### config.mk
export PLATFORM = sky130hd
export DESIGN_NAME = tis_front
export DESIGN_NICKNAME = d
export VERILOG_FILES = /design/src/design/tis_pkg.sv /design/src/design/tis_front.sv
export SDC_FILE = /design/constraint.sdc
export NUM_CORES = 2
export LEC_CHECK = 0
export ABC_AREA = 1
export BUFFER_PORTS_ARGS = -buffer_cell sky130_fd_sc_hd__buf_4
export CELL_PAD_IN_SITES_DETAIL_PLACEMENT = 0
export CELL_PAD_IN_SITES_GLOBAL_PLACEMENT = 1
export CORE_AREA = 2 2 465 352
export DETAILED_ROUTE_END_ITERATION = 8
export DIE_AREA = 0 0 467 354
export GPL_TIMING_DRIVEN = 0
export HOLD_SLACK_MARGIN = 0.06
export PLACE_DENSITY_LB_ADDON = 0.15
export SLEW_MARGIN = 20
export SYNTH_ARGS = -nofsm -noshare
export SYNTH_HDL_FRONTEND = slang
export SYNTH_SLANG_ARGS = --single-unit
### constraint.sdc
create_clock -name i_clk -period 10.9 [get_ports i_clk]
set_clock_uncertainty 0.15 [all_clocks]
set_input_delay 1.09 -clock i_clk [delete_from_list [all_inputs] [get_ports i_clk]]
set_output_delay 1.09 -clock i_clk [all_outputs]
set_load 0.05 [all_outputs]
### src/design/tis_pkg.sv
// ----------------------------------------------------------------------------
// Triangle isoline segment package
// Shared widths, payload structs and queue entry types.
// ----------------------------------------------------------------------------
`default_nettype none

package tis_pkg;

    localparam int INDEX_BITS = 20;
    localparam int COORD_W    = 32;
    localparam int QUEUE_DEPTH = 4;
    localparam int QUEUE_AW    = 2;

    // Divider pipeline: number of stages and quotient bits resolved per stage.
    localparam int DIV_STAGES    = 8;
    localparam int DIV_STEP_BITS = 32 / DIV_STAGES;

    // One triangle as it arrives on the input channel.
    typedef struct packed {
        logic signed [COORD_W-1:0] x_first;
        logic signed [COORD_W-1:0] y_first;
        logic signed [COORD_W-1:0] value_first;
        logic [INDEX_BITS-1:0]     index_first;
        logic signed [COORD_W-1:0] x_second;
        logic signed [COORD_W-1:0] y_second;
        logic signed [COORD_W-1:0] value_second;
        logic [INDEX_BITS-1:0]     index_second;
        logic signed [COORD_W-1:0] x_third;
        logic signed [COORD_W-1:0] y_third;
        logic signed [COORD_W-1:0] value_third;
        logic [INDEX_BITS-1:0]     index_third;
    } t_tri_in;

    // One segment as it leaves on the output channel.
    typedef struct packed {
        logic signed [COORD_W-1:0] start_x;
        logic signed [COORD_W-1:0] start_y;
        logic signed [COORD_W-1:0] end_x;
        logic signed [COORD_W-1:0] end_y;
        logic [INDEX_BITS-1:0]     start_edge_from;
        logic [INDEX_BITS-1:0]     start_edge_to;
        logic [INDEX_BITS-1:0]     end_edge_from;
        logic [INDEX_BITS-1:0]     end_edge_to;
    } t_seg_out;

    // One cut edge, prepared for the divider and the multipliers.
    typedef struct packed {
        logic signed [COORD_W-1:0] pa_x;
        logic signed [COORD_W-1:0] pa_y;
        logic                      dx_neg;
        logic [COORD_W-1:0]        dx_mag;
        logic                      dy_neg;
        logic [COORD_W-1:0]        dy_mag;
        logic [COORD_W-1:0]        num;
        logic [COORD_W-1:0]        den;
        logic [INDEX_BITS-1:0]     from_idx;
        logic [INDEX_BITS-1:0]     to_idx;
    } t_cut;

    // Queue entry: both cut edges of one triangle, first cut in slot 0.
    typedef struct packed {
        t_cut [1:0] cuts;
    } t_cut_pair;

    // Queue status seen by the front and the back.
    typedef struct packed {
        logic full;
        logic empty;
    } t_queue_stat;

endpackage

`default_nettype wire

### src/design/tis_front.sv
// ----------------------------------------------------------------------------
// Triangle classifier
// Registers a triangle, marks vertices above the threshold, picks the two
// cut edges and prepares their differences for the datapath.
// ----------------------------------------------------------------------------
`default_nettype none

module tis_front (
    input  wire logic                       i_clk,
    input  wire logic                       i_rst_n,
    input  wire logic signed [31:0]         i_threshold,
    input  wire logic                       i_in_valid,
    output wire logic                       o_in_ready,
    input  wire tis_pkg::t_tri_in           i_tri,
    input  wire tis_pkg::t_queue_stat       i_qstat,
    output wire logic                       o_push,
    output tis_pkg::t_cut_pair              o_pair
);

    logic               r_valid;
    tis_pkg::t_tri_in   r_tri;

    logic signed [31:0] vx [3];
    logic signed [31:0] vy [3];
    logic signed [31:0] vv [3];
    logic [tis_pkg::INDEX_BITS-1:0] vi [3];
    logic [2:0] above;
    logic [2:0] cut;
    logic       emit;
    logic       drain;
    logic [1:0] sel_first;
    logic [1:0] sel_second;
    tis_pkg::t_cut edge_cut [3];

    // Input register; it frees as soon as its triangle moves on.
    always_ff @(posedge i_clk) begin
        if (!i_rst_n) begin
            r_valid <= 1'b0;
        end else if (o_in_ready) begin
            r_valid <= i_in_valid;
        end
    end

    always_ff @(posedge i_clk) begin
        if (o_in_ready && i_in_valid) begin
            r_tri <= i_tri;
        end
    end

    // Vertex views.
    always_comb begin
        vx[0] = r_tri.x_first;  vy[0] = r_tri.y_first;
        vv[0] = r_tri.value_first;  vi[0] = r_tri.index_first;
        vx[1] = r_tri.x_second; vy[1] = r_tri.y_second;
        vv[1] = r_tri.value_second; vi[1] = r_tri.index_second;
        vx[2] = r_tri.x_third;  vy[2] = r_tri.y_third;
        vv[2] = r_tri.value_third;  vi[2] = r_tri.index_third;
    end

    // Above marks and the edges that change side.
    always_comb begin
        for (int k = 0; k < 3; k++) begin
            above[k] = (vv[k] > i_threshold);
        end
        cut[0] = above[0] ^ above[1];
        cut[1] = above[1] ^ above[2];
        cut[2] = above[2] ^ above[0];
        emit   = |cut;
    end

    // Per-edge differences: magnitudes of the interpolation terms.
    always_comb begin
        logic signed [32:0] n_num;
        logic signed [32:0] n_den;
        logic signed [32:0] n_dx;
        logic signed [32:0] n_dy;
        int                 b;
        for (int a = 0; a < 3; a++) begin
            b = (a == 2) ? 0 : a + 1;
            n_num = above[a] ? (33'(vv[a]) - 33'(i_threshold))
                             : (33'(i_threshold) - 33'(vv[a]));
            n_den = above[a] ? (33'(vv[a]) - 33'(vv[b]))
                             : (33'(vv[b]) - 33'(vv[a]));
            n_dx  = 33'(vx[b]) - 33'(vx[a]);
            n_dy  = 33'(vy[b]) - 33'(vy[a]);
            edge_cut[a].pa_x     = vx[a];
            edge_cut[a].pa_y     = vy[a];
            edge_cut[a].num      = n_num[31:0];
            edge_cut[a].den      = n_den[31:0];
            edge_cut[a].dx_neg   = n_dx[32];
            edge_cut[a].dx_mag   = n_dx[32] ? 32'(-n_dx) : n_dx[31:0];
            edge_cut[a].dy_neg   = n_dy[32];
            edge_cut[a].dy_mag   = n_dy[32] ? 32'(-n_dy) : n_dy[31:0];
            edge_cut[a].from_idx = vi[a];
            edge_cut[a].to_idx   = vi[b];
        end
    end

    // First two cut edges in edge order.
    always_comb begin
        sel_first  = cut[0] ? 2'd0 : 2'd1;
        sel_second = (cut[0] && cut[1]) ? 2'd1 : 2'd2;
        o_pair.cuts[0] = edge_cut[sel_first];
        o_pair.cuts[1] = edge_cut[sel_second];
    end

    // A triangle without a cut is dropped here.
    assign drain      = r_valid && (!emit || !i_qstat.full);
    assign o_push     = r_valid && emit && !i_qstat.full;
    assign o_in_ready = !r_valid || drain;

endmodule

`default_nettype wire

==> key figures <==
Routing
  – Vias after detailed routing: 78200
  – DRC marker count from the first detailed-route iteration: 13200
  – Vias per cell: 5.85
  – Routed wire length per instance: 30.3 µm
  – Total DRC errors in the routed layout: 17
  – Antenna Violating Nets Remaining: 0
  – Total wire length after detailed routing: 404 mm
  – Detailed-router iteration count before antenna repair: 9

Clock network
  – Root buffer cell: sky130_fd_sc_hd__clkbuf_16
  – Buffers from clock root to sink, at most: 3
  – H-Tree Level Count: 2
  – Clock Sink Count: 349
  – Count of buffers added by post-CTS timing repair for setup: 0
  – Insertion delay of the later-clocked pin in the worst-skew pair: 0.66 ns
  – Clock Pin Slew Worst Setup and Hold Paths: 0.06 ns
  – CTS tree: built
  – Hold buffers post-CTS: 0
  – Post-cts repair resize count: 0
  – Clock buffers created by TritonCTS: 40

Cells and area
  – Area delta synth->final: 18.2%
  – Final #Nets: 12100
  – Layout cell share with drive strength beyond 1: 9.87%

Die
  – Cell Rows: 128
  – Initial Utilization: 36.7%
  – Horizontal die dimension: 467 µm
  – Height of the chip: 354 µm
  – Die area: 165000 µm²
  – Count of boundary I/O pins: 855
  – Core region area: 161000 µm²

Worst setup path
  – Critical setup path kind: reg2out
  – Worst endpoint data arrival time: 7.88 ns
  – Worst EP required: 9.66 ns
  – Critical Path Start: r_tri[253]
  – Reg2Reg Launch Point: r_tri[21]
  – Critical path startpoint category: flop
  – Peak fanout along the critical path: 10
  – CP endpoint kind: output pin

Global routing
  – Wire length of the first global-routing pass: 538 mm
  – Pin count of the biggest net entering global routing: 39
  – Initial antenna violation count: 43
  – Aggregate global routing overflow: 0
  – Global-route usage over all layers: 46.4%
  – Vias in the first global route: 69200

Placement
  – # port buffers: 853
  – Final estimated routing congestion in global placement: 1.19
  – Detail Placement HPWL: 349 mm

Yosys
  – Area of the mapped netlist: 59100 µm²
  – Simple logic cell fraction of the synthesized area: 37.1%
  – Post-Syn Instances: 10300
  – Post-Synthesis Net Count: 11200
  – Post-synthesis register bit count: 349
  – Mux contribution to synthesized area: 0%
  – Combinational family with the most area after synthesis: simple AND/OR/NAND/NOR gates
  – Top_reg_cell synth: sky130_fd_sc_hd__edfxtp_1
  – Parity-gate share of the synthesized area counting xor and xnor cells: 4.66%
  – Post-synthesis cell type count: 60
  – Asr flop ratio synth: 0%
  – Mean post-synth cell area: 5.76 µm²
  – Fraction of the mapped netlist area in compound gates: 15.8%
  – Synth Area in Adders: 12.7%
  – Count of synthesis-stage warnings from yosys: 0
  – Sequential cell area fraction in the yosys report: 17.7%
  – EDFF count, synth: 348

Run
  – Max-capacitance violation count: 0

Timing
  – Min Hold Slack: 0.448 ns
  – Fin. Hold Viols: 0
  – Worst slew margin relative to its limit: 7.36%
  – Number of pins with negative max-slew slack in the final report: 0
  – Setup_tns: 0 ns
  – Slew at the pin closest to its max-slew limit: 1.39 ns
  – Maximum operating frequency: 0.110 GHz
  – Unrepaired setup endpoints after global routing: no
  – Setup violation total in the final timing report: 0
  – Post-route clock period utilization: 83.6%
  – Final critical delay including setup and external delays: 9.12 ns

Power and ir drop
  – Cell area power density: 210 nW/µm²
  – Standby leakage power: 37.7 nW
  – Worst vdd ir: 0.202 mV

Outcome
  – Violated checks: design-rule violations
  – Result of the run: complete, but fails checks

Min path
  – HP Class: in2reg
  – Critical hold path startpoint: i_tri[207]
## registers in the layout (all words and copies together) (netlist names)
signal,flops
r_tri,96
edge_cut,252
r_valid,1
## cells in the mapped netlist, types with 3 or more instances
cell type	instances	area share, %
sky130_fd_sc_hd__a21o_1	60	0.76
sky130_fd_sc_hd__inv_1	1591	10
sky130_fd_sc_hd__ha_1	573	12
sky130_fd_sc_hd__buf_4	11	0.14
sky130_fd_sc_hd__edfxtp_1	348	18
sky130_fd_sc_hd__nor2_2	3	0.032
sky130_fd_sc_hd__nand3b_1	53	0.67
sky130_fd_sc_hd__o21ai_0	637	5.4
sky130_fd_sc_hd__nor3_1	62	0.52
sky130_fd_sc_hd__inv_2	13	0.083
sky130_fd_sc_hd__nand3_1	628	5.3
sky130_fd_sc_hd__and3_1	6	0.064
sky130_fd_sc_hd__xor2_1	229	3.4
sky130_fd_sc_hd__nor2_1	876	5.6
sky130_fd_sc_hd__o2111ai_1	12	0.18
sky130_fd_sc_hd__nand4_1	88	0.93
sky130_fd_sc_hd__a21boi_0	15	0.19
sky130_fd_sc_hd__buf_1	7	0.044
sky130_fd_sc_hd__o21a_1	14	0.18
sky130_fd_sc_hd__o31ai_1	3	0.038
sky130_fd_sc_hd__o21ai_1	86	0.73
sky130_fd_sc_hd__o221ai_1	10	0.15
sky130_fd_sc_hd__a221oi_1	6	0.089
sky130_fd_sc_hd__nand2_1	3679	23
sky130_fd_sc_hd__clkbuf_1	126	0.80
sky130_fd_sc_hd__fa_1	18	0.61
sky130_fd_sc_hd__a21oi_1	688	5.8
sky130_fd_sc_hd__o21bai_1	46	0.58
sky130_fd_sc_hd__clkbuf_2	20	0.17
sky130_fd_sc_hd__a211oi_1	8	0.10
sky130_fd_sc_hd__o211ai_1	66	0.84
sky130_fd_sc_hd__xnor2_1	79	1.2
sky130_fd_sc_hd__o22ai_1	20	0.21
sky130_fd_sc_hd__nor4_1	11	0.12
sky130_fd_sc_hd__and2_1	13	0.14
sky130_fd_sc_hd__buf_6	3	0.057
sky130_fd_sc_hd__o311ai_0	4	0.059
sky130_fd_sc_hd__or2_2	19	0.20
sky130_fd_sc_hd__a31oi_1	28	0.30
sky130_fd_sc_hd__buf_2	75	0.63
## critical path, stage by stage, from the launching register on
cell,delay [ns]
sky130_fd_sc_hd__edfxtp_1,0.93
sky130_fd_sc_hd__inv_1,0.70
sky130_fd_sc_hd__fa_1,0.68
sky130_fd_sc_hd__o21ai_1,0.22
sky130_fd_sc_hd__a21oi_1,0.26
sky130_fd_sc_hd__o21ai_2,0.31
sky130_fd_sc_hd__nand2_1,0.11
sky130_fd_sc_hd__nand3_1,0.16
sky130_fd_sc_hd__nand3_4,0.37
sky130_fd_sc_hd__xor2_4,0.91
sky130_fd_sc_hd__nand2_2,0.20
sky130_fd_sc_hd__buf_6,0.25
sky130_fd_sc_hd__clkbuf_1,0.57
sky130_fd_sc_hd__o21ai_0,1.14
sky130_fd_sc_hd__buf_4,0.36
## final timing paths
kind	slack (ns)	cells after the start	endpoint
setup / recovery	1.78	14	o_pair[311]
hold / removal	0.45	1	edge_cut[443]
setup reg to reg	2.28	21	edge_cut[188]
hold reg to reg	0.47	2	r_valid
## layer usage
layer	routed length (µm)	part of all wire, %	global-route usage, %
met3	63000	16	19.7
met5	241	0.060	0.200
met2	151000	37	61.5
met1	168000	41	63.6
met4	22600	5.6	21.5
## layout by cell type, fill, tap and decap left out, drive strengths merged, types with 12 or more instances in the layout
cell type,n
nand2,3681
inv,1605
buf,961
nor2,880
o21ai,725
a21oi,689
nand3,631
ha,573
edfxtp,348
xor2,230
clkbuf,194
nand4,88
xnor2,80
o211ai,66
nor3,62
a21o,60
nand3b,53
o21bai,46
a31oi,28
diode,20
o22ai,20
or2,19
fa,18
a21boi,16
and2,15
o21a,14
clkinv,14
o2111ai,12
## where the power goes
group / switching, mW / internal (mW) / total (mW)
logic: 8.74 / 2.61 / 11.4
clock network: 0.648 / 0.832 / 1.48
registers: 0.221 / 1.59 / 1.82
## layout make-up
cell class	count	area [µm²]
fill	17600	91100
multi-input combinational	8063	41500
sequential	349	10500
timing repair buffer	866	6670
inverter	1606	6030
tap	2145	2680
buffer	242	1110
clock buffer	47	1090
clock inverter	21	258
antenna	20	50.0
## stage by stage
step / area [µm²] / setup slack (ns) / util (%) / power [mW] / instances
global placement: 68200 / -2.91 / 42.4 / 12.7 / 13300
CTS: 69800 / 1.97 / 43.4 / 14.2 / 13300
global route: 69800 / 2.04 / 43.4 / 14.9 / 13300
detailed placement: 68500 / 2.31 / 42.5 / 12.7 / 13300
finish: 69900 / 1.78 / 43.4 / 14.6 / 13400
floorplan: 59100 / 1.18 / - / 8.12 / 10300
## logic make-up (layout without fill, tap and decap cells)
family,Yosys count,in the layout
AO/OA/AOI/OAI,1715,1715
buffers and inverters,1848,2782
AND/OR/NAND/NOR,5447,5447
XOR/XNOR,310,310
adder cells (fa/ha/maj),591,591
other,0,20
flip-flops,349,349
(Power assumes the default switching activity.)
