`src/design/tis_pkg.sv`:
```
// ----------------------------------------------------------------------------
// Triangle isoline segment package
// Shared widths, payload structs and queue entry types.
// ----------------------------------------------------------------------------
`default_nettype none

package tis_pkg;

    localparam int INDEX_BITS = 20;
    localparam int COORD_W    = 32;
    localparam int QUEUE_DEPTH = 4;
    localparam int QUEUE_AW    = 2;

    // Divider pipeline: number of stages and quotient bits resolved per stage.
    localparam int DIV_STAGES    = 8;
    localparam int DIV_STEP_BITS = 32 / DIV_STAGES;

    // One triangle as it arrives on the input channel.
    typedef struct packed {
        logic signed [COORD_W-1:0] x_first;
        logic signed [COORD_W-1:0] y_first;
        logic signed [COORD_W-1:0] value_first;
        logic [INDEX_BITS-1:0]     index_first;
        logic signed [COORD_W-1:0] x_second;
        logic signed [COORD_W-1:0] y_second;
        logic signed [COORD_W-1:0] value_second;
        logic [INDEX_BITS-1:0]     index_second;
        logic signed [COORD_W-1:0] x_third;
        logic signed [COORD_W-1:0] y_third;
        logic signed [COORD_W-1:0] value_third;
        logic [INDEX_BITS-1:0]     index_third;
    } t_tri_in;

    // One segment as it leaves on the output channel.
    typedef struct packed {
        logic signed [COORD_W-1:0] start_x;
        logic signed [COORD_W-1:0] start_y;
        logic signed [COORD_W-1:0] end_x;
        logic signed [COORD_W-1:0] end_y;
        logic [INDEX_BITS-1:0]     start_edge_from;
        logic [INDEX_BITS-1:0]     start_edge_to;
        logic [INDEX_BITS-1:0]     end_edge_from;
        logic [INDEX_BITS-1:0]     end_edge_to;
    } t_seg_out;

    // One cut edge, prepared for the divider and the multipliers.
    typedef struct packed {
        logic signed [COORD_W-1:0] pa_x;
        logic signed [COORD_W-1:0] pa_y;
        logic                      dx_neg;
        logic [COORD_W-1:0]        dx_mag;
        logic                      dy_neg;
        logic [COORD_W-1:0]        dy_mag;
        logic [COORD_W-1:0]        num;
        logic [COORD_W-1:0]        den;
        logic [INDEX_BITS-1:0]     from_idx;
        logic [INDEX_BITS-1:0]     to_idx;
    } t_cut;

    // Queue entry: both cut edges of one triangle, first cut in slot 0.
    typedef struct packed {
        t_cut [1:0] cuts;
    } t_cut_pair;

    // Queue status seen by the front and the back.
    typedef struct packed {
        logic full;
        logic empty;
    } t_queue_stat;

endpackage

`default_nettype wire

```
`src/design/tis_fifo.sv`:
```
// ----------------------------------------------------------------------------
// Cut queue
// Small first-in first-out buffer between the classifier and the datapath.
// ----------------------------------------------------------------------------
`default_nettype none

module tis_fifo (
    input  wire logic                   i_clk,
    input  wire logic                   i_rst_n,
    input  wire logic                   i_push,
    input  wire tis_pkg::t_cut_pair     i_wdata,
    input  wire logic                   i_pop,
    output tis_pkg::t_cut_pair          o_rdata,
    output tis_pkg::t_queue_stat        o_stat
);

    tis_pkg::t_cut_pair                 r_mem [tis_pkg::QUEUE_DEPTH];
    logic [tis_pkg::QUEUE_AW-1:0]       r_wptr;
    logic [tis_pkg::QUEUE_AW-1:0]       r_rptr;
    logic [tis_pkg::QUEUE_AW:0]         r_count;

    // Storage write.
    always_ff @(posedge i_clk) begin
        if (i_push) begin
            r_mem[r_wptr] <= i_wdata;
        end
    end

    // Pointers and fill level.
    always_ff @(posedge i_clk) begin
        if (!i_rst_n) begin
            r_wptr  <= '0;
            r_rptr  <= '0;
            r_count <= '0;
        end else begin
            if (i_push) begin
                r_wptr <= r_wptr + 1'b1;
            end
            if (i_pop) begin
                r_rptr <= r_rptr + 1'b1;
            end
            if (i_push && !i_pop) begin
                r_count <= r_count + 1'b1;
            end else if (!i_push && i_pop) begin
                r_count <= r_count - 1'b1;
            end
        end
    end

    assign o_rdata = r_mem[r_rptr];
    assign o_stat  = '{full:  (r_count == (tis_pkg::QUEUE_AW+1)'(tis_pkg::QUEUE_DEPTH)),
                       empty: (r_count == '0)};

endmodule

`default_nettype wire

```
`config.mk`:
```
export PLATFORM = sky130hd
export DESIGN_NAME = tis_fifo
export DESIGN_NICKNAME = d
export VERILOG_FILES = /design/src/design/tis_pkg.sv /design/src/design/tis_fifo.sv
export SDC_FILE = /design/constraint.sdc
export NUM_CORES = 1
export LEC_CHECK = 0
export ABC_CLOCK_PERIOD_IN_PS = 15160
export BUFFER_PORTS_ARGS = -buffer_cell sky130_fd_sc_hd__buf_2
export CAP_MARGIN = 10
export CORE_AREA = 2 2 362 364
export DETAILED_ROUTE_END_ITERATION = 10
export DIE_AREA = 0 0 364 366
export GPL_TIMING_DRIVEN = 0
export PLACE_DENSITY_LB_ADDON = 0.08
export SYNTH_ARGS = -nofsm -noshare
export SYNTH_HDL_FRONTEND = slang
export SYNTH_SLANG_ARGS = --single-unit
```
`constraint.sdc`:
```
create_clock -name i_clk -period 15.16 [get_ports i_clk]
set_clock_uncertainty 0.1 [all_clocks]
set_input_delay 1.516 -clock i_clk [delete_from_list [all_inputs] [get_ports i_clk]]
set_output_delay 1.516 -clock i_clk [all_outputs]
set_load 0.03 [all_outputs]
```
==> flow_metrics.py, run 1 <==
metrics = {
    "outcome": {
        "outcome": "completed",
    },
    "clocking": {
        "cts_hold_buf": 0,
        "cts_tree": "done",
        "depth_of_the_cts_h_tree": 4,
        "cts-resized-gates": 0,
        "worst_skew_pair_later_pin_latency_ns": 0.78,
        "clock-root-buffer": "sky130_fd_sc_hd__clkbuf_16",
        "clock_path_buffers": 3,
        "clkSlewWorstSetupHoldPaths_ns": 0.06,
        "postCtsSetupBuffers": 0,
        "cts-buffers-inserted": 185,
        "cts.sinks": 1881,
    },
    "job": {
        "max-cap-violations": 0,
    },
    "layout": {
        "areaGrowthSynthToFinish_pct": 20.7,
        "fillCellCount": 8597,
        "stdcell_area_um2": 82100,
        "layout.cells.most_common_list": "sky130_fd_sc_hd__edfxtp_1, sky130_fd_sc_hd__buf_2, sky130_fd_sc_hd__mux4_2, sky130_fd_sc_hd__clkbuf_16, sky130_fd_sc_hd__buf_6",
        "mostFrequentLayoutCell": "sky130_fd_sc_hd__edfxtp_1",
        "finalNetCount": 4130,
        "post_route_cells_drive_above_1_share_pct": 47.6,
        "final_util_pct": 63.6,
    },
    "floorplan": {
        "io_pins": 942,
        "floorplan.die.height_um": 366,
        "fp-row-count": 132,
        "initial_core_util_pct": 52.7,
        "design.die.area_um2": 133000,
        "die_w_um": 364,
        "core-area_um2": 129000,
    },
    "worst_setup_path": {
        "worstPathMaxFanout": 10,
        "worst_path_most_repeated_cell": "sky130_fd_sc_hd__buf_2",
        "crit_required_ns": 13.54,
        "critPathArrivalTime_ns": 3.33,
        "startpoint_type": "flop",
        "cpMaxStageDelayCell": "sky130_fd_sc_hd__clkbuf_1",
        "worst_path_largest_cell_delay_ns": 0.77,
        "worst-setup-path-type": "flop to output port",
        "timing.critical_path.cells": "buf_2 -> clkbuf_1 -> buf_2 -> mux4_2 -> buf_2",
        "cp-end-kind": "output port",
    },
    "routing": {
        "first_iter_violations": 2619,
        "route.antenna.remaining_nets": 0,
        "route.detailed.vias_per_inst": 5.65,
        "wirelength_um": 160000,
        "drt_drc_violations_left": 0,
        "firstDrtPassIters": 5,
        "wl_per_cell_um": 28.6,
        "vias": 31555,
    },
    "timing": {
        "setup_violations": 0,
        "slew_viol_final": 0,
        "worst_slack_ns": 10.22,
        "fin_crit_ns": 4.94,
        "clock.fmax_mhz": 202,
        "totalNegativeSetupSlack_ns": 0,
        "max_slew_headroom_pct": 35.7,
        "max_slew.worst_pin.slew_ns": 0.964,
        "grt_setup_unrepaired": "no",
        "min_period_over_period_pct": 32.6,
        "hold_violations": 0,
    },
    "yosys": {
        "synth-xor-area-share_pct": 0.0644,
        "synth_compound_gate_area_share_pct": 0.0184,
        "synth_area_um2": 68000,
        "postSynthCellCount": 2487,
        "synth.yosys.seq_area_share_pct": 82.9,
        "synth-warning-count": 0,
        "ys_seq_elements": 1881,
        "combinational_family_with_the_most_area_after_synthesis": "multiplexers",
        "synth.lib_cells_used.distinct": 21,
        "synth.mux.area_fraction_pct": 15.5,
        "postSynthNetCount": 2965,
        "syn_avg_cell_area_um2": 27.3,
        "synth_adder_area_share_pct": 0.121,
        "yosys.area_share.simple_pct": 0.134,
    },
    "power_and_ir_drop": {
        "total_power_mw": 12.1,
        "static-leakage-power_nw": 27.6,
        "maximum_resistive_drop_on_vdd_mv": 0.112,
        "power.density_cell_area_nw_per_um2": 147,
    },
    "min_path": {
        "holdCritPathClass": "flop to flop",
    },
    "placement": {
        "dpl_cell_area_um2": 75900,
        "dp_slack_ns": 10.94,
        "port_buffers": 941,
        "post-dp-hpwl_um": 111000,
        "place_congestion": 0.777,
    },
    "global_route": {
        "globalRouteTotalUtil_pct": 23.9,
        "grt_start_max_net_pins": 60,
        "antenna_found_initial": 132,
        "grt_pass1_wl_um": 226000,
        "grt.overflow.total": 0,
        "first_global_vias": 33111,
    },
}
[layout make-up]
class,count,area [µm²],area share [%]
well taps,1742,2180,2.66
repair buffers,978,5670,6.90
flip-flops and latches,1881,56400,68.7
diodes,40,100,0.122
inverters,4,15.0,0.0183
plain buffers,104,811,0.988
clock buffers,229,4960,6.04
clock inverters,112,1160,1.41
multi-input cells,498,10800,13.2
[stage by stage]
stage	cells	hold WS, ns
2_1_floorplan	2487	0.372
3_3_place_gp	5170	0.402
3_5_place_dp	5207	0.433
4_1_cts	5548	0.441
5_1_grt	5580	0.471
6_report	5588	0.476
[report_power, final]
group,switching [mW],internal [mW],leakage [nW]
sequential,0.0498,5.98,17.3
combinational,0.983,0.518,7.36
clock,1.85,2.71,2.99
total,2.89,9.21,27.6
[Yosys cell counts]
master	n	area share [%]
sky130_fd_sc_hd__buf_6	48	0.79
sky130_fd_sc_hd__mux2i_1	2	0.029
sky130_fd_sc_hd__and2_1	9	0.083
sky130_fd_sc_hd__ha_1	5	0.092
sky130_fd_sc_hd__nor3_1	1	0.0074
sky130_fd_sc_hd__dfxtp_1	9	0.26
sky130_fd_sc_hd__or3_1	1	0.0092
sky130_fd_sc_hd__buf_1	2	0.011
sky130_fd_sc_hd__edfxtp_1	1872	83
sky130_fd_sc_hd__xnor2_1	2	0.026
sky130_fd_sc_hd__fa_1	1	0.029
sky130_fd_sc_hd__mux4_2	468	15
sky130_fd_sc_hd__o21ai_0	1	0.0074
sky130_fd_sc_hd__a21boi_0	1	0.011
sky130_fd_sc_hd__clkbuf_1	6	0.033
sky130_fd_sc_hd__inv_1	4	0.022
sky130_fd_sc_hd__nor2b_1	2	0.018
sky130_fd_sc_hd__buf_2	48	0.35
sky130_fd_sc_hd__nor3b_1	1	0.011
sky130_fd_sc_hd__xor2_1	3	0.039
sky130_fd_sc_hd__nand2_1	1	0.0055
[cell families (layout without fill, tap and decap cells)]
kind of cell | count (synthesis) | after routing
and+or+nand+nor | 15 | 15
adders and majority gates | 6 | 6
xor gates and xnor gates | 5 | 5
buffers and inverters | 108 | 1427
muxes | 470 | 470
AOI/OAI and AO/OA | 2 | 2
DFF | 1881 | 1881
other | 0 | 40
[sequential cells by signal (all words and copies together) (netlist names), named ones only]
| register | count |
|---|---|
| r_wptr | 2 |
| r_mem | 1872 |
| r_rptr | 2 |
| r_count | 3 |
[routing by layer]
layer,share of wire (%),vias up,global-route usage [%]
met5,0.44,-,0
met4,4.3,114,10.7
met3,11,443,10.3
met2,51,1225,39.6
met1,34,16476,26.9
li1,-,13297,-
[worst paths after layout]
check              from       endpoint  slack [ns]  cells after the start
max                flop   o_rdata[125]       10.22                      5
min reg2reg  r_count[2]     r_count[2]        0.48                      2
min          r_count[2]     r_count[2]        0.48                      2
max reg2reg   r_wptr[0]  r_mem[0][355]       12.36                      7
[worst max-delay path, delay by kind of cell, from the launching register on]
kind	cells	cell delay (ns)
buffers and inverters	4	1.81
DFF	1	0.30
muxes	1	0.41
Note: power is estimated with default switching activity, not from simulation.
==> run 2: changes to the inputs <==
--- a/config.mk
+++ b/config.mk
@@ -5,12 +5,13 @@
 export SDC_FILE = /design/constraint.sdc
 export NUM_CORES = 1
 export LEC_CHECK = 0
-export ABC_CLOCK_PERIOD_IN_PS = 15160
+export ABC_AREA = 1
+export ABC_CLOCK_PERIOD_IN_PS = 5200
 export BUFFER_PORTS_ARGS = -buffer_cell sky130_fd_sc_hd__buf_2
 export CAP_MARGIN = 10
-export CORE_AREA = 2 2 362 364
+export CORE_AREA = 2 2 366 368
 export DETAILED_ROUTE_END_ITERATION = 10
-export DIE_AREA = 0 0 364 366
+export DIE_AREA = 0 0 368 370
 export GPL_TIMING_DRIVEN = 0
 export PLACE_DENSITY_LB_ADDON = 0.08
 export SYNTH_ARGS = -nofsm -noshare
==> constraint.sdc (replaced) <==
create_clock -name i_clk -period 5.2 [get_ports i_clk]
set_clock_uncertainty 0.1 [all_clocks]
set_input_delay 0.52 -clock i_clk [delete_from_list [all_inputs] [get_ports i_clk]]
set_output_delay 0.52 -clock i_clk [all_outputs]
set_load 0.03 [all_outputs]
==> flow_metrics.py, run 2 <==
metrics = {
    "yosys": {
        "synth_async_sr_flop_share_pct": 0,
        "synth.lib_cells_used.distinct": 22,
        "synth_area_um2": 69200,
        "syn_avg_cell_area_um2": 15.1,
        "ys_seq_elements": 1881,
        "synth_top_cells_by_area": "sky130_fd_sc_hd__edfxtp_1, sky130_fd_sc_hd__o21ai_0, sky130_fd_sc_hd__nor2_1, sky130_fd_sc_hd__o22ai_1, sky130_fd_sc_hd__clkbuf_1",
        "post-synth-top-area-fraction_pct": 81.2,
        "synth-warning-count": 0,
        "synth_top_cell_by_area": "sky130_fd_sc_hd__edfxtp_1",
        "postSynthCellCount": 4582,
        "synth.yosys.seq_area_share_pct": 81.4,
        "postSynthNetCount": 5060,
        "synth_edf_count": 1872,
        "synth_common_cells": "sky130_fd_sc_hd__edfxtp_1, sky130_fd_sc_hd__nor2_1, sky130_fd_sc_hd__o21ai_0, sky130_fd_sc_hd__o22ai_1, sky130_fd_sc_hd__clkbuf_1",
        "flip_flop_cell_with_the_highest_count_after_synthesis": "sky130_fd_sc_hd__edfxtp_1",
        "yosysMostFrequentCell": "sky130_fd_sc_hd__edfxtp_1",
    },
    "timing": {
        "fin_crit_ns": 4.11,
        "grt_setup_unrepaired": "no",
        "min_period_over_period_pct": 79.1,
        "max_slew.worst_pin.slew_ns": 0.887,
        "worst_slack_ns": 1.09,
        "setup_violations": 0,
        "max_slew_headroom_pct": 40.8,
        "worst_hold_slack_ns": 0.346,
        "clock.fmax_mhz": 243,
        "hold_violations": 0,
        "slew_viol_final": 0,
    },
    "power_and_ir_drop": {
        "power_frac_comb_pct": 13.1,
        "internal_power_mw": 25.8,
        "power.density_cell_area_nw_per_um2": 396,
        "static-leakage-power_nw": 30.8,
        "pwr-share-seq_pct": 50.2,
        "clkPwrFrac_pct": 36.6,
        "switching_power_mw": 8.95,
        "maximum_resistive_drop_on_vdd_mv": 0.337,
        "netSwitchingFraction_pct": 25.7,
    },
    "worst_setup_path": {
        "startpoint_type": "flop",
        "timing.reg2reg.worst_path_depth": 9,
        "critPathArrivalTime_ns": 3.49,
        "reg2reg_to": "r_mem[3][281]",
        "crit-reg2reg-launch": "r_wptr[0]",
        "timing.critical_path.to": "o_rdata[320]",
        "timing.reg2reg.setup_slack_ns": 2.12,
        "cp-end-kind": "output port",
        "crit_required_ns": 4.58,
        "worstPathMaxFanout": 10,
        "worst-setup-path-type": "flop to output port",
    },
    "layout": {
        "multi_input_combinational_cell_area_um2": 11300,
        "areaGrowthSynthToFinish_pct": 27.0,
        "mostFrequentLayoutCell": "sky130_fd_sc_hd__edfxtp_1",
        "layout.cells.most_common_list": "sky130_fd_sc_hd__edfxtp_1, sky130_fd_sc_hd__buf_2, sky130_fd_sc_hd__nor2_1, sky130_fd_sc_hd__o21ai_0, sky130_fd_sc_hd__dlygate4sd3_1",
        "layout.cells.non_filler": 8188,
        "register_with_the_most_flip_flops": "r_mem",
        "finalNetCount": 6720,
        "largest_reg_flops": 1872,
        "biggest_regs": "r_mem: 1872 flops, r_count: 3 flops",
        "post_route_cells_drive_above_1_share_pct": 21.9,
        "layout.area.seq_um2": 56400,
        "fillCellCount": 9620,
    },
    "routing": {
        "wirelength_um": 202000,
        "route.antenna.remaining_nets": 0,
        "route.detailed.vias_per_inst": 5.63,
        "route.met3.wl_um": 18500,
        "highest_layer": "met5",
        "vias": 46065,
        "first_iter_violations": 4163,
        "wl_per_cell_um": 24.7,
        "met1_length_um": 75200,
        "wl_met2_um": 99700,
        "drt_drc_violations_left": 0,
        "firstDrtPassIters": 7,
    },
    "global_route": {
        "grt_start_max_net_pins": 37,
        "grt.overflow.total": 0,
        "antenna_found_initial": 50,
        "grt_pass1_wl_um": 290000,
        "first_global_vias": 44985,
        "globalRouteTotalUtil_pct": 28.9,
    },
    "clocking": {
        "worst_skew_pair_later_pin_latency_ns": 0.80,
        "clock-root-buffer": "sky130_fd_sc_hd__clkbuf_16",
        "cts_tree": "done",
        "cts-buffers-inserted": 186,
        "postCtsSetupBuffers": 0,
        "cts.sinks": 1881,
        "clkSlewWorstSetupHoldPaths_ns": 0.06,
        "clock_path_buffers": 3,
        "depth_of_the_cts_h_tree": 4,
    },
    "floorplan": {
        "floorplan.die.height_um": 370,
        "initial_core_util_pct": 52.3,
        "fp-row-count": 134,
        "die_w_um": 368,
        "design.die.area_um2": 136000,
        "core-area_um2": 132000,
        "io_pins": 942,
    },
    "placement": {
        "port_buffers": 941,
        "place.detailed.instances": 7351,
        "post-dp-hpwl_um": 135000,
        "dp_slack_ns": 1.73,
        "place_congestion": 0.818,
    },
    "min_path": {
        "holdCritPathClass": "input port to flop",
    },
    "outcome": {
        "outcome": "completed",
    },
    "job": {
        "max-cap-violations": 0,
    },
}
==> run 2: cell types whose count changed after synthesis, sizes merged, moves of 25 or more <==
cell	before	now
clkbuf	6	187
mux4	468	0
o22ai	0	468
o21ai	1	942
nor2	0	941
buf	98	123
==> run 2: cell type report <==
type,instances,share of cell area (%)
antenna,28,0.0797
clock inverter,103,0.947
timing repair buffer,1472,12.1
clock buffer,235,5.62
multi-input combinational,2374,12.9
tap,1768,2.51
inverter,17,0.0953
buffer,310,1.64
sequential,1881,64.1
==> run 2: what timing repair did <==
action,in CTS,in global routing
endpoints found under the hold margin,1881,0
gates resized for setup,0,0
hold buffers,471,0
==> run 2: logic make-up after synthesis <==
group,Yosys count,share of synthesized area [%]
fa+ha+maj,6,0.119
compound gates,1414,11.1
flops,1881,81.4
buf+inv,327,2.19
simple gates,954,5.18
==> run 2: worst min-delay path by stage <==
stage            startpoint             to  slack (ns)  depth (start not counted)
3_3_place_gp      r_rptr[1]      r_rptr[1]        0.33                          1
5_1_grt         i_wdata[97]   r_mem[2][97]        0.33                          2
3_5_place_dp      r_rptr[1]           flop        0.34                          1
6_report        i_wdata[49]   r_mem[1][49]        0.35                          2
2_1_floorplan     r_rptr[1]           flop        0.31                          1
4_1_cts        i_wdata[375]  r_mem[0][375]        0.28                          2
==> run 2: power groups by stage <==
stage	Clock, mW	Sequential, mW	Combinational [mW]
after floorplan	0	18.0	2.35
after global placement	0	18.1	4.07
after detailed placement	0	17.8	4.22
after CTS	12.9	17.5	4.57
after global routing	13.5	17.5	4.83
final	12.7	17.5	4.57
==> run 2: critical path, cell delays in order, from the launching register on <==
cell and delay, ns:
sky130_fd_sc_hd__dfxtp_1 0.30, sky130_fd_sc_hd__buf_2 0.25, sky130_fd_sc_hd__inv_2 0.37, sky130_fd_sc_hd__buf_2 0.52
sky130_fd_sc_hd__clkbuf_1 0.41, sky130_fd_sc_hd__o21ai_0 0.17, sky130_fd_sc_hd__o22ai_1 0.35, sky130_fd_sc_hd__buf_2 0.28
==> run 2: stage by stage <==
stage	instance area [µm²]	utilization (%)	power (mW)	setup TNS, ns
final	88000	66.4	34.8	0
after global routing	87900	66.4	35.8	0
after CTS	87900	66.4	34.9	0
after detailed placement	77400	58.4	22.0	0
after global placement	76200	57.5	22.2	-
after floorplan	69300	-	20.3	-5483.73
==> run 2: per-layer routing <==
layer,track usage (%),up-vias
met2,48.0,1848
met4,12.0,40
li1,-,20839
met3,8.09,395
met5,0,-
met1,35.9,22943
